<file path="src/swept_circle_grid_cell_range_core_defines.svh">
// Assertion macros for the swept circle grid cell range core
`ifndef SWEPT_CIRCLE_GRID_CELL_RANGE_CORE_DEFINES_SVH
`define SWEPT_CIRCLE_GRID_CELL_RANGE_CORE_DEFINES_SVH
`ifndef SYNTH
// clocked check, disabled while in reset
`define SCR_CHECK(lbl, prop) \
    lbl: assert property (@(posedge clk) disable iff (!rst_n) prop) \
        else $error("scr check failed");
// clocked check that also holds during reset
`define SCR_CHECK_ALWAYS(lbl, prop) \
    lbl: assert property (@(posedge clk) prop) \
        else $error("scr check failed");
`else
`define SCR_CHECK(lbl, prop)
`define SCR_CHECK_ALWAYS(lbl, prop)
`endif
`endif

</file>
<file path="src/scr_pkg.sv">
// Types and constants shared by the swept circle grid cell range core
package scr_pkg;

    localparam int COORD_WIDTH = 24;
    localparam int FRAC_BITS   = 12;
    localparam int SIZE_WIDTH  = COORD_WIDTH - 1;
    localparam int CELLS_WIDTH = 15;
    localparam int IDX_WIDTH   = 16;
    localparam int ROOT_WIDTH  = COORD_WIDTH;
    localparam int SQ_WIDTH    = 2 * COORD_WIDTH;
    localparam int NUM_WIDTH   = COORD_WIDTH + 3;
    localparam int LANES       = 4;
    localparam int CFG_IDX_WIDTH = 3;

    typedef enum logic [CFG_IDX_WIDTH-1:0] {
        REG_ORIGIN_X    = 3'd0,
        REG_ORIGIN_Z    = 3'd1,
        REG_CELL_SIZE_X = 3'd2,
        REG_CELL_SIZE_Z = 3'd3,
        REG_CELLS_X     = 3'd4,
        REG_CELLS_Z     = 3'd5
    } cfg_reg_t;

    typedef struct packed {
        logic signed [COORD_WIDTH-1:0] centre_x;
        logic signed [COORD_WIDTH-1:0] centre_z;
        logic signed [COORD_WIDTH-1:0] move_x;
        logic signed [COORD_WIDTH-1:0] move_z;
        logic [SIZE_WIDTH-1:0]         circle_radius;
    } req_t;

    typedef struct packed {
        logic [CELLS_WIDTH-1:0]      first_col;
        logic [CELLS_WIDTH-1:0]      first_row;
        logic signed [IDX_WIDTH-1:0] last_col;
        logic signed [IDX_WIDTH-1:0] last_row;
    } res_t;

    // square root chain payload
    typedef struct packed {
        logic [SQ_WIDTH-1:0]           rem;
        logic [ROOT_WIDTH-1:0]         root;
        logic signed [COORD_WIDTH-1:0] cx;
        logic signed [COORD_WIDTH-1:0] cz;
        logic [SIZE_WIDTH-1:0]         r;
    } sqs_t;

    // divider chain payload: lanes are lo x, lo z, hi x, hi z
    typedef struct packed {
        logic [LANES-1:0][NUM_WIDTH-1:0]  num;
        logic [LANES-1:0][SIZE_WIDTH:0]   rem;
        logic [LANES-1:0][NUM_WIDTH-1:0]  quo;
        logic [LANES-1:0]                 neg;
    } divs_t;

endpackage

</file>
<file path="src/scr_div_cell.sv">
// One quotient bit of the four-lane restoring divider
module scr_div_cell
    import scr_pkg::*;
#(
    parameter int BIT = 0
)
(
    input  logic                             clk,
    input  logic                             rst_n,
    input  logic                             adv,
    input  logic [LANES-1:0][SIZE_WIDTH-1:0] divisor,
    input  logic                             in_valid,
    input  divs_t                            in_data,
    output logic                             out_valid,
    output divs_t                            out_data
);

    logic                valid_reg;
    divs_t               data_reg;
    divs_t               data_next;
    logic [SIZE_WIDTH:0] sh;

    // shift in the next dividend bit, subtract where it fits
    always_comb
    begin
        data_next = in_data;
        sh = '0;
        for (int i = 0; i < LANES; i++)
        begin
            sh = {in_data.rem[i][SIZE_WIDTH-1:0], in_data.num[i][BIT]};
            if (sh >= {1'b0, divisor[i]})
            begin
                data_next.rem[i]      = sh - {1'b0, divisor[i]};
                data_next.quo[i][BIT] = 1'b1;
            end
            else
            begin
                data_next.rem[i] = sh;
            end
        end
    end

    always_ff @(posedge clk or negedge rst_n)
    begin
        if (!rst_n)
        begin
            valid_reg <= 1'b0;
        end
        else if (adv)
        begin
            valid_reg <= in_valid;
        end
    end

    always_ff @(posedge clk)
    begin
        if (adv)
        begin
            data_reg <= data_next;
        end
    end

    assign out_valid = valid_reg;
    assign out_data  = data_reg;

endmodule
</file>
<file path="config.mk">
export PLATFORM = sky130hd
export DESIGN_NAME = scr_div_cell
export DESIGN_NICKNAME = d
export VERILOG_FILES = /design/src/swept_circle_grid_cell_range_core_defines.svh /design/src/scr_pkg.sv /design/src/scr_div_cell.sv
export SDC_FILE = /design/constraint.sdc
export NUM_CORES = 1
export LEC_CHECK = 0
export ABC_AREA = 0
export BUFFER_PORTS_ARGS = -buffer_cell sky130_fd_sc_hd__buf_2
export CAP_MARGIN = 20
export CORE_AREA = 2 2 280 282
export DETAILED_ROUTE_END_ITERATION = 16
export DIE_AREA = 0 0 282 284
export HOLD_SLACK_MARGIN = 0.03
export PLACE_DENSITY = 0.45
export SYNTH_ARGS = -nofsm -noshare
export SYNTH_HDL_FRONTEND = slang
export SYNTH_SLANG_ARGS = --single-unit
</file>
<file path="constraint.sdc">
create_clock -name clk -period 0.8 [get_ports clk]
set_input_delay 0.08 -clock clk [delete_from_list [all_inputs] [get_ports clk]]
set_output_delay 0.08 -clock clk [all_outputs]
set_load 0.005 [all_outputs]
</file>
==> impl_results.md <==
* Outcome: finished with violations
* Failing checks: negative hold slack, negative setup slack
* Core area at 0.0770 sq mm
* Initial antenna violation count at 14
* Syn_area_per_cell at ~12 sq um
* Peak supply drop at 1.60 mV
* CTS Buffer Depth at 3
* Cell taking the most area after synthesis: edfxtp_1
* Synthesized Nets at 1,875
* Vias per cell at 4.23
* Synth Cell Area at about 0.016 sq mm
* Tmin final at 1880 ps
* Max FO, Critical Path at 17
* H-tree depth at 2
* Post-synthesis sequential area ratio at 0.593
* Layout cell share with drive strength beyond 1 at 0.577
* CTS tree: built
* Power Dens Cells at 1760 mW/mm^2
* Drt wl/cell at 17.9 um
* Final Hold Fails at 4
* Routed Antenna Nets at 0
* CTS clk-pin slew, worst paths at 60 ps
* Area grow syn2layout at 103%
* CP endpoint kind: register
* Req. time, crit path at approximately 1100 ps
* Fin Clk Skew at 0 ps
* Nets at 3,380
* Peak Freq at 532 MHz
* Final critical-path share of the clock period at 2.35
* Leakage power at 14.3 nW
* CTS root buf: clkbuf_16
* DRC at 0
* Post-DP HPWL at 53,300 um
* RSZ-0062 raised after global routing: yes
* Post-synthesis cell type count at 65
* Skew-Pair Late Insertion Delay at between 500 and 600 ps
* Total power at 57.6 mW
* Rows at 102
* Worst min path class: in2reg
* Syn Inst Count at approximately 1,400
* Vias at about 17,000
* Die Ht at about 280 um
* CTS buffer count at 40
* Post-synth top area share at 0.591
* Port Buffer Count at 724
* Max-Cap Viols at 0
* Worst Path Arrival at ~2200 ps
* Fillers at between 7,000 and 8,000
* Final Core Density at 0.424
* GRT overflow at 0
* First-pass GRT wire length at 103,000 um
* Gpl congestion at 0.855
* # IOs at 729
* Finish-stage setup viols at 422
* Max-slew headroom at 0.652
* Synth Flop Type: edfxtp_1
* Die Width at 282 um
* Worst slack, placed at -1890 ps
* DR pass1 iterations at 4
* All-Layer GR Usage at 0.167
* Crit Path Category: in2reg
* Vias in the first global route at between 15,000 and 20,000
* Total Routed Length at just over 70,000 um
* Slew Limit Fails at 0
* FFs w/ async S/R, synth at 0.00315
* Hold slack final at -75.7 ps
* Yosys warning count at 0
* FF+latch count, synth at between 300 and 400
* Fin worst setup slack at -1080 ps
* Startpoint types: input port
* Post-synth EDFFs at 316
* Largest net degree at the start of global routing at 27
* Clock sink count at about 320
* Initial Utilization at 0.209
* Synth area leaders: edfxtp_1 (59%), ha_1 (7.2%), a21oi_1 (3.5%)
* Die ar. at 0.0801 sq mm
* DR iter-0 viols at a little under 600
* Worst Tran Pin Value at around 520 ps
-- final timing paths --
path                                        from                   endpoint  slack, ps  cells after the start
max                                  divisor[16]    out_data[117]$_DFFE_PP_      -1080                     12
min                                   in_data[4]  out_data[4]$_SDFFCE_PP1P_        -80                      2
max reg2reg                out_valid$_DFFE_PN0P_      out_valid$_DFFE_PN0P_         60                      1
min reg2reg                out_valid$_DFFE_PN0P_      out_valid$_DFFE_PN0P_        510                      1
max in group asynchronous                  rst_n      out_valid$_DFFE_PN0P_        360                      3
min in group asynchronous                  rst_n      out_valid$_DFFE_PN0P_        340                      3
-- stage by stage --
step | TNS [ps] | cell area [sq um] | instances
2_1_floorplan | -126000 | 17200 | 1367
3_3_place_gp | -179750 | 24800 | 3475
3_5_place_dp | -186990 | 24800 | 3475
4_1_cts | -210230 | 31800 | 3921
5_1_grt | -222650 | 32600 | 3955
6_report | -201730 | 32600 | 3956
-- state kept, by name, summed over array words and instances (netlist names) --
signal and count:
out_data 316, out_valid 1
-- routing by layer --
layer,vias to the layer above,wire length [um],track usage
li1,8111,-,-
met1,8029,27100,0.184
met2,494,37300,0.311
met3,107,3880,0.0317
met4,0,2440,0.0688
met5,-,0,0
-- placed cells by master (no fill, tap or decap), drive strengths merged, types with 13 or more instances in the layout --
master,Yosys,routed
o21a,22,22
xor2,30,30
a21o,48,48
nand2,117,117
nor3,18,18
o21ai,94,94
buf,13,1190
ha,92,92
xnor2,33,33
nand4,15,15
edfxtp,316,316
a21oi,113,113
o31ai,13,13
a211oi,20,20
a31oi,14,14
inv,116,119
clkbuf,32,48
dlygate4sd3,0,315
and3,14,14
nor2,86,86
-- what timing repair did --
| action | 4_1_cts | 5_1_grt |
|---|---|---|
| gates resized for setup | 410 | 140 |
| endpoints found under the setup margin | 417 | 422 |
| gates cloned | 11 | 1 |
| buffers inserted | 48 | 29 |
| endpoints found under the hold margin | 371 | 22 |
| hold buffers | 316 | 2 |
| pin swaps | 143 | 87 |
-- synth_stat cells (8+ instances only) --
library cell and count:
and4_1 9, buf_2 13, o31ai_1 13, ha_1 92, a31oi_1 13, o21ai_0 91, xor2_1 30, and3_1 13
nand3_1 12, inv_1 116, a211oi_1 20, clkbuf_1 32, nor3_1 18, xnor2_1 33, a21oi_1 113, nand4_1 15
nand2b_1 11, a21o_1 48, mux2_2 8, nor2_1 85, edfxtp_1 316, o21a_1 22, nand2_1 117, or3_1 12
nor2b_1 11
-- final cells by class --
| cell class | instances | area [sq um] | area share |
|---|---|---|---|
| tap | 1040 | 1300 | 0.0399 |
| multi-input combinational | 891 | 8600 | 0.263 |
| clock buffer | 47 | 1050 | 0.0321 |
| antenna | 12 | 30.0 | 0.000920 |
| inverter | 116 | 526 | 0.0161 |
| timing repair buffer | 1506 | 11300 | 0.345 |
| sequential | 317 | 9510 | 0.291 |
| clock inverter | 27 | 369 | 0.0113 |
-- critical path, stage by stage --
cell	delay (ps)
buf_8	80
inv_4	30
ha_4	250
and4_4	250
nand2_4	60
or4_4	550
a31oi_4	200
buf_4	150
buf_6	90
or2_4	190
buf_12	180
a21oi_2	70
-- where the power goes --
part | switching, mW | internal [mW]
Sequential | 0.542 | 20.4
Combinational | 7.81 | 9.19
Clock | 7.57 | 12.1
Total | 15.9 | 41.6
-- logic make-up (layout without fill, tap and decap cells) --
logic type / Yosys count / count (layout) / synth area share
compound gates: 386 / 386 / 0.152
xor+xnor: 63 / 63 / 0.0344
fa+ha+maj: 96 / 96 / 0.0767
buf+inv: 161 / 1696 / 0.0387
flops: 317 / 317 / 0.593
mux: 11 / 11 / 0.00748
other cells: 0 / 12 / 0
simple gates: 333 / 335 / 0.0986
No activity file was read; power rests on OpenSTA's default activity.
