==> src/swept_circle_grid_cell_range_core_defines.svh <==
// Assertion macros for the swept circle grid cell range core
`ifndef SWEPT_CIRCLE_GRID_CELL_RANGE_CORE_DEFINES_SVH
`define SWEPT_CIRCLE_GRID_CELL_RANGE_CORE_DEFINES_SVH
`ifndef SYNTH
// clocked check, disabled while in reset
`define SCR_CHECK(lbl, prop) \
    lbl: assert property (@(posedge clk) disable iff (!rst_n) prop) \
        else $error("scr check failed");
// clocked check that also holds during reset
`define SCR_CHECK_ALWAYS(lbl, prop) \
    lbl: assert property (@(posedge clk) prop) \
        else $error("scr check failed");
`else
`define SCR_CHECK(lbl, prop)
`define SCR_CHECK_ALWAYS(lbl, prop)
`endif
`endif

==> src/scr_pkg.sv <==
// Types and constants shared by the swept circle grid cell range core
package scr_pkg;

    localparam int COORD_WIDTH = 24;
    localparam int FRAC_BITS   = 12;
    localparam int SIZE_WIDTH  = COORD_WIDTH - 1;
    localparam int CELLS_WIDTH = 15;
    localparam int IDX_WIDTH   = 16;
    localparam int ROOT_WIDTH  = COORD_WIDTH;
    localparam int SQ_WIDTH    = 2 * COORD_WIDTH;
    localparam int NUM_WIDTH   = COORD_WIDTH + 3;
    localparam int LANES       = 4;
    localparam int CFG_IDX_WIDTH = 3;

    typedef enum logic [CFG_IDX_WIDTH-1:0] {
        REG_ORIGIN_X    = 3'd0,
        REG_ORIGIN_Z    = 3'd1,
        REG_CELL_SIZE_X = 3'd2,
        REG_CELL_SIZE_Z = 3'd3,
        REG_CELLS_X     = 3'd4,
        REG_CELLS_Z     = 3'd5
    } cfg_reg_t;

    typedef struct packed {
        logic signed [COORD_WIDTH-1:0] centre_x;
        logic signed [COORD_WIDTH-1:0] centre_z;
        logic signed [COORD_WIDTH-1:0] move_x;
        logic signed [COORD_WIDTH-1:0] move_z;
        logic [SIZE_WIDTH-1:0]         circle_radius;
    } req_t;

    typedef struct packed {
        logic [CELLS_WIDTH-1:0]      first_col;
        logic [CELLS_WIDTH-1:0]      first_row;
        logic signed [IDX_WIDTH-1:0] last_col;
        logic signed [IDX_WIDTH-1:0] last_row;
    } res_t;

    // square root chain payload
    typedef struct packed {
        logic [SQ_WIDTH-1:0]           rem;
        logic [ROOT_WIDTH-1:0]         root;
        logic signed [COORD_WIDTH-1:0] cx;
        logic signed [COORD_WIDTH-1:0] cz;
        logic [SIZE_WIDTH-1:0]         r;
    } sqs_t;

    // divider chain payload: lanes are lo x, lo z, hi x, hi z
    typedef struct packed {
        logic [LANES-1:0][NUM_WIDTH-1:0]  num;
        logic [LANES-1:0][SIZE_WIDTH:0]   rem;
        logic [LANES-1:0][NUM_WIDTH-1:0]  quo;
        logic [LANES-1:0]                 neg;
    } divs_t;

endpackage

==> src/scr_sqrt_cell.sv <==
// One root bit of the pipelined integer square root
module scr_sqrt_cell
    import scr_pkg::*;
#(
    parameter int BIT = 0
)
(
    input  logic clk,
    input  logic rst_n,
    input  logic adv,
    input  logic in_valid,
    input  sqs_t in_data,
    output logic out_valid,
    output sqs_t out_data
);

    logic              valid_reg;
    sqs_t              data_reg;
    sqs_t              data_next;
    logic [SQ_WIDTH:0] trial;
    logic              take;

    // trial = 2*root*2^BIT + 2^(2*BIT); root has no bits at or below BIT yet
    always_comb
    begin
        trial = ({{(SQ_WIDTH + 1 - ROOT_WIDTH){1'b0}}, in_data.root} << (BIT + 1))
              | ((SQ_WIDTH + 1)'(1) << (2 * BIT));
        take = {1'b0, in_data.rem} >= trial;
        data_next = in_data;
        if (take)
        begin
            data_next.rem  = in_data.rem - trial[SQ_WIDTH-1:0];
            data_next.root = in_data.root | (ROOT_WIDTH'(1) << BIT);
        end
    end

    always_ff @(posedge clk or negedge rst_n)
    begin
        if (!rst_n)
        begin
            valid_reg <= 1'b0;
        end
        else if (adv)
        begin
            valid_reg <= in_valid;
        end
    end

    always_ff @(posedge clk)
    begin
        if (adv)
        begin
            data_reg <= data_next;
        end
    end

    assign out_valid = valid_reg;
    assign out_data  = data_reg;

endmodule

==> config.mk <==
export PLATFORM = sky130hd
export DESIGN_NAME = scr_sqrt_cell
export DESIGN_NICKNAME = d
export VERILOG_FILES = /design/src/swept_circle_grid_cell_range_core_defines.svh /design/src/scr_pkg.sv /design/src/scr_sqrt_cell.sv
export SDC_FILE = /design/constraint.sdc
export NUM_CORES = 1
export LEC_CHECK = 0
export ABC_AREA = 1
export BUFFER_PORTS_ARGS = -buffer_cell sky130_fd_sc_hd__buf_2
export CORE_MARGIN = 2
export CORE_UTILIZATION = 51
export DETAILED_ROUTE_END_ITERATION = 8
export PLACE_DENSITY = 0.82
export SLEW_MARGIN = 30
export SYNTH_ARGS = -nofsm -noshare
export SYNTH_HDL_FRONTEND = slang
export SYNTH_SLANG_ARGS = --single-unit
==> constraint.sdc <==
create_clock -name clk -period 0.85 [get_ports clk]
set_input_delay 0.1275 -clock clk [delete_from_list [all_inputs] [get_ports clk]]
set_output_delay 0.1275 -clock clk [all_outputs]
set_load 0.1 [all_outputs]
==> results of run 1 <==
==> through the flow <==
| stage | setup slack, ns | cells | instance area, um2 |
|---|---|---|---|
| floorplan | -0.9596 | 919 | 8423 |
| global placement | -1.104 | 1542 | 13280 |
| detailed placement | -1.289 | 1542 | 13280 |
==> cells in the mapped netlist, types with 16 or more instances <==
cell type,n
a21oi_1,16
a21oi_2,18
edfxtp_1,143
ha_1,25
inv_1,157
nand2_1,293
nand2_2,16
nand3_1,54
nand4_1,16
nor2_1,87
o21ai_0,16
xnor2_1,17
==> kinds of logic after synthesis <==
group,synth area share (%)
flops,53.53
compound gates,5.210
fa+ha+maj,4.125
buf+inv,8.466
mux,0.1395
simple gates,26.25
xor+xnor,2.279
==> impl_metrics.ini, run 1 <==
[status]
status = stopped before the end
haltStage = clock tree synthesis (4_1_cts)
first-error = [ERROR DPL-0038] Utilization greater than 100%, impossible to legalize

[clock_network]
holdBufCountCts = 99
clockBufferDepth = 2
cts_resized = 238
cts_buffers = 17
cts_setup_buffers = 26
clockRootBuffer = clkbuf_16
h-tree-depth = 4
clock_sinks = 144

[floorplan]
die_x_um = 129.8
row_count = 45
io_pins = 291
initial_utilization_pct = 52.69
dieHeight_um = 129.8

[yosys]
yosysSeqAreaShare_pct = 53.53
postSynthNetCount = 1092
ys_ff_latch = 144
ys.flop_type = edfxtp_1
ys_top_cells_by_area = edfxtp_1 53%, nand2_1 14%, inv_1 7.3%, nor2_1 4.0%, ha_1 3.9%
synth_enable_flop_cells = 143
synth_top_area_cell = edfxtp_1
post_synth.cell_area_avg_um2 = 8.780
synth.distinct_cells = 33
syn_inst = 919
syn_area_um2 = 8069
synth_top_area_share_pct = 53.22
postSynth.asyncResetShare_pct = 0.6944
yosysWarnings = 0

[placed_design]
hpwl_um = 28210
place_congestion = 1.058
portBuffers = 290
==> run 2: changes to the inputs <==
--- a/config.mk
+++ b/config.mk
@@ -8,9 +8,9 @@
 export ABC_AREA = 1
 export BUFFER_PORTS_ARGS = -buffer_cell sky130_fd_sc_hd__buf_2
 export CORE_MARGIN = 2
-export CORE_UTILIZATION = 51
+export CORE_UTILIZATION = 40
 export DETAILED_ROUTE_END_ITERATION = 8
-export PLACE_DENSITY = 0.82
+export PLACE_DENSITY_LB_ADDON = 0.15
 export SLEW_MARGIN = 30
 export SYNTH_ARGS = -nofsm -noshare
 export SYNTH_HDL_FRONTEND = slang
==> run 2 against run 1 <==
Compared with the run above:
- the flow now finishes, with violations (negative hold slack, negative setup slack)
- synthesized cell count unchanged
- area after synthesis unchanged
==> impl_metrics.ini, run 2 <==
[yosys]
synth_enable_flop_cells = 143
syn_area_um2 = 8069
ys_top_cells_by_area = edfxtp_1 53%, nand2_1 14%, inv_1 7.3%, nor2_1 4.0%, ha_1 3.9%
postSynthNetCount = 1092
postSynth.asyncResetShare_pct = 0.6944
synth_top_area_share_pct = 53.22
ys_ff_latch = 144
syn_inst = 919
yosysMostFrequentCell = nand2_1
yosysSeqAreaShare_pct = 53.53
synth.distinct_cells = 33
ys.flop_type = edfxtp_1
yosysWarnings = 0
post_synth.cell_area_avg_um2 = 8.780
synth_top_area_cell = edfxtp_1
ys_top_cells_by_count = 293 x nand2_1, 157 x inv_1, 143 x edfxtp_1

[route]
drtAntennaViolNets = 0
vias_per_cell = 5.217
detail_route.first_pass.iterations = 6
wirelength_um = 39850
num_vias = 9292
wl_per_cell_um = 22.37
drc = 0
drt_iter0_markers = 954

[placed_design]
hpwl_um = 23280
place_congestion = 0.9408
portBuffers = 290
dpl_cell_area_um2 = 13530

[worst_setup_path]
start_kind = primary input
critPathMaxStageDelay_ns = 0.32
crit_type = in -> reg
crit_family = simple AND/OR/NAND/NOR gates
r2r_setup_slack_ns = -0.02
cp.buffers_inverters = 4
critPathMaxFanout = 4
worstPathCellList = buf_4, ha_4, nand2_1, inv_1, nand2_1, nand2_1, inv_1, nand2_1, inv_1, nand2_1, xnor2_2, o21ai_2
worstPathRequired_ns = 1.03
crit_path_end_kind = register
crit_top_cell = nand2_1
arrival_ns = 1.89
slowest_stage = ha_4

[clock_network]
cts_tree = yes
clockBufferDepth = 2
clk_latency_ns = 0.44
clockRootBuffer = clkbuf_16
cts.clk_slew.worst_paths_ns = 0.07
cts_buffers = 17
clock_sinks = 144
h-tree-depth = 4

[sta]
setup_viol = 194
hold_viol_final = 1
drv_slew = 0
finalClockSkew_ns = 0
worst_slack_ns = -0.8621
fin_crit_sh_pct = 201.4
relSlewSlack_pct = 67.69
worst_pin_slew_ns = 0.4796
grt_setup_unrepaired = yes
period_minus_slack_ns = 1.712
max_clock_freq_mhz = 584.1
whs_ns = -0.002442

[layout]
drive_gt1_share_pct = 47.85
layout_common_cells = 231 x nand2_1, 167 x buf_4, 154 x buf_12, 143 x edfxtp_1, 129 x inv_1
largest_reg_flops = 143
nNetsFinal = 1673
post-route-cell-area_um2 = 16070
regArea_um2 = 4323
multi_input_area_um2 = 3855
n_fill_cell = 1085
layout_commonest_cell = nand2_1
syn_to_final_growth_pct = 99.12

[status]
violations = negative hold slack, negative setup slack
status = finished with violations

[global_routing]
grt_util_all_layers_pct = 33.14
grt_max_degree = 35
grt-ovfl-total = 0
grt_pass1_vias = 9013
antenna_found_initial = 3
grt_pass1_wl_um = 53150

[power]
vdd_drop_max_v = 0.001365
power_density_nw_per_um2 = 1852
p_leak_nw = 7.274

[floorplan]
io_pins = 291
die_area_um2 = 21320
row_count = 51
core_area_um2 = 19650
initial_utilization_pct = 41.06
dieHeight_um = 146.0
die_x_um = 146.0

[min_path]
min_path_type = in -> reg

[flow_run]
cap_violations = 0
## run 2: cell counts after synthesis
Identical to the previous run, type by type.
## run 2: area by class of cell
class                   instances  area share [%]
flip-flops and latches        144           26.91
clock inverters                15           1.020
diodes                          3         0.04673
well taps                     265           2.064
repair buffers                569           39.30
multi-input cells             604           23.99
inverters                     164           4.018
clock buffers                  17           2.648
## run 2: layer usage
layer	global-route usage, %	up-vias	share of wire, %
met4	14.66	0	5.1
met3	10.41	149	9.8
met2	57.92	672	50
met5	0	-	0
met1	37.24	4341	36
li1	-	4130	-
## run 2: cells by family (layout without fill, tap and decap cells)
| logic type | count (synthesis) | after routing | synth area share, % |
|---|---|---|---|
| simple gates | 494 | 494 | 26.25 |
| buf+inv | 171 | 765 | 8.466 |
| flops | 144 | 144 | 53.53 |
| compound gates | 62 | 62 | 5.210 |
| fa+ha+maj | 26 | 26 | 4.125 |
| xor+xnor | 21 | 21 | 2.279 |
| mux | 1 | 1 | 0.1395 |
| other cells | 0 | 3 | 0 |
## run 2: final timing paths
check	startpoint	endpoint	cells past startpoint
min reg2reg	out_valid	out_valid	1
max reg2reg	out_valid	out_valid	1
min	in_data[102]	out_data[102]	3
max in group asynchronous	rst_n	out_valid	3
min in group asynchronous	rst_n	out_valid	3
max	in_data[111]	out_data[112]	12
## run 2: report_power, final
part	internal, mW	total, mW	switching (mW)
Combinational	4.70	12.5	7.77
Clock	4.19	8.01	3.82
Sequential	8.64	9.27	0.628
Total	17.5	29.8	12.2
## run 2: metrics by stage
step                      util, %  total power, mW  setup WS (ns)  std cells  setup TNS, ns
after floorplan                 -            15.47        -0.9596        919         -69.22
after global placement      68.82            20.20         -1.233       1617         -58.75
after detailed placement    68.82            20.33         -1.240       1617         -63.57
after CTS                   79.31            28.75        -0.6180       1762         -76.23
after global routing        81.72            30.30        -0.8871       1779         -90.29
final                       81.75            29.75        -0.8621       1781         -85.59
## run 2: repair_timing
action	in CTS	in global routing
resized for setup	113	99
endpoints found under the setup margin	194	194
pin swaps	19	30
hold endpoints to repair	99	1
gates cloned	2	1
hold buffers	100	1
setup buffers	11	14
(Power assumes the default switching activity.)
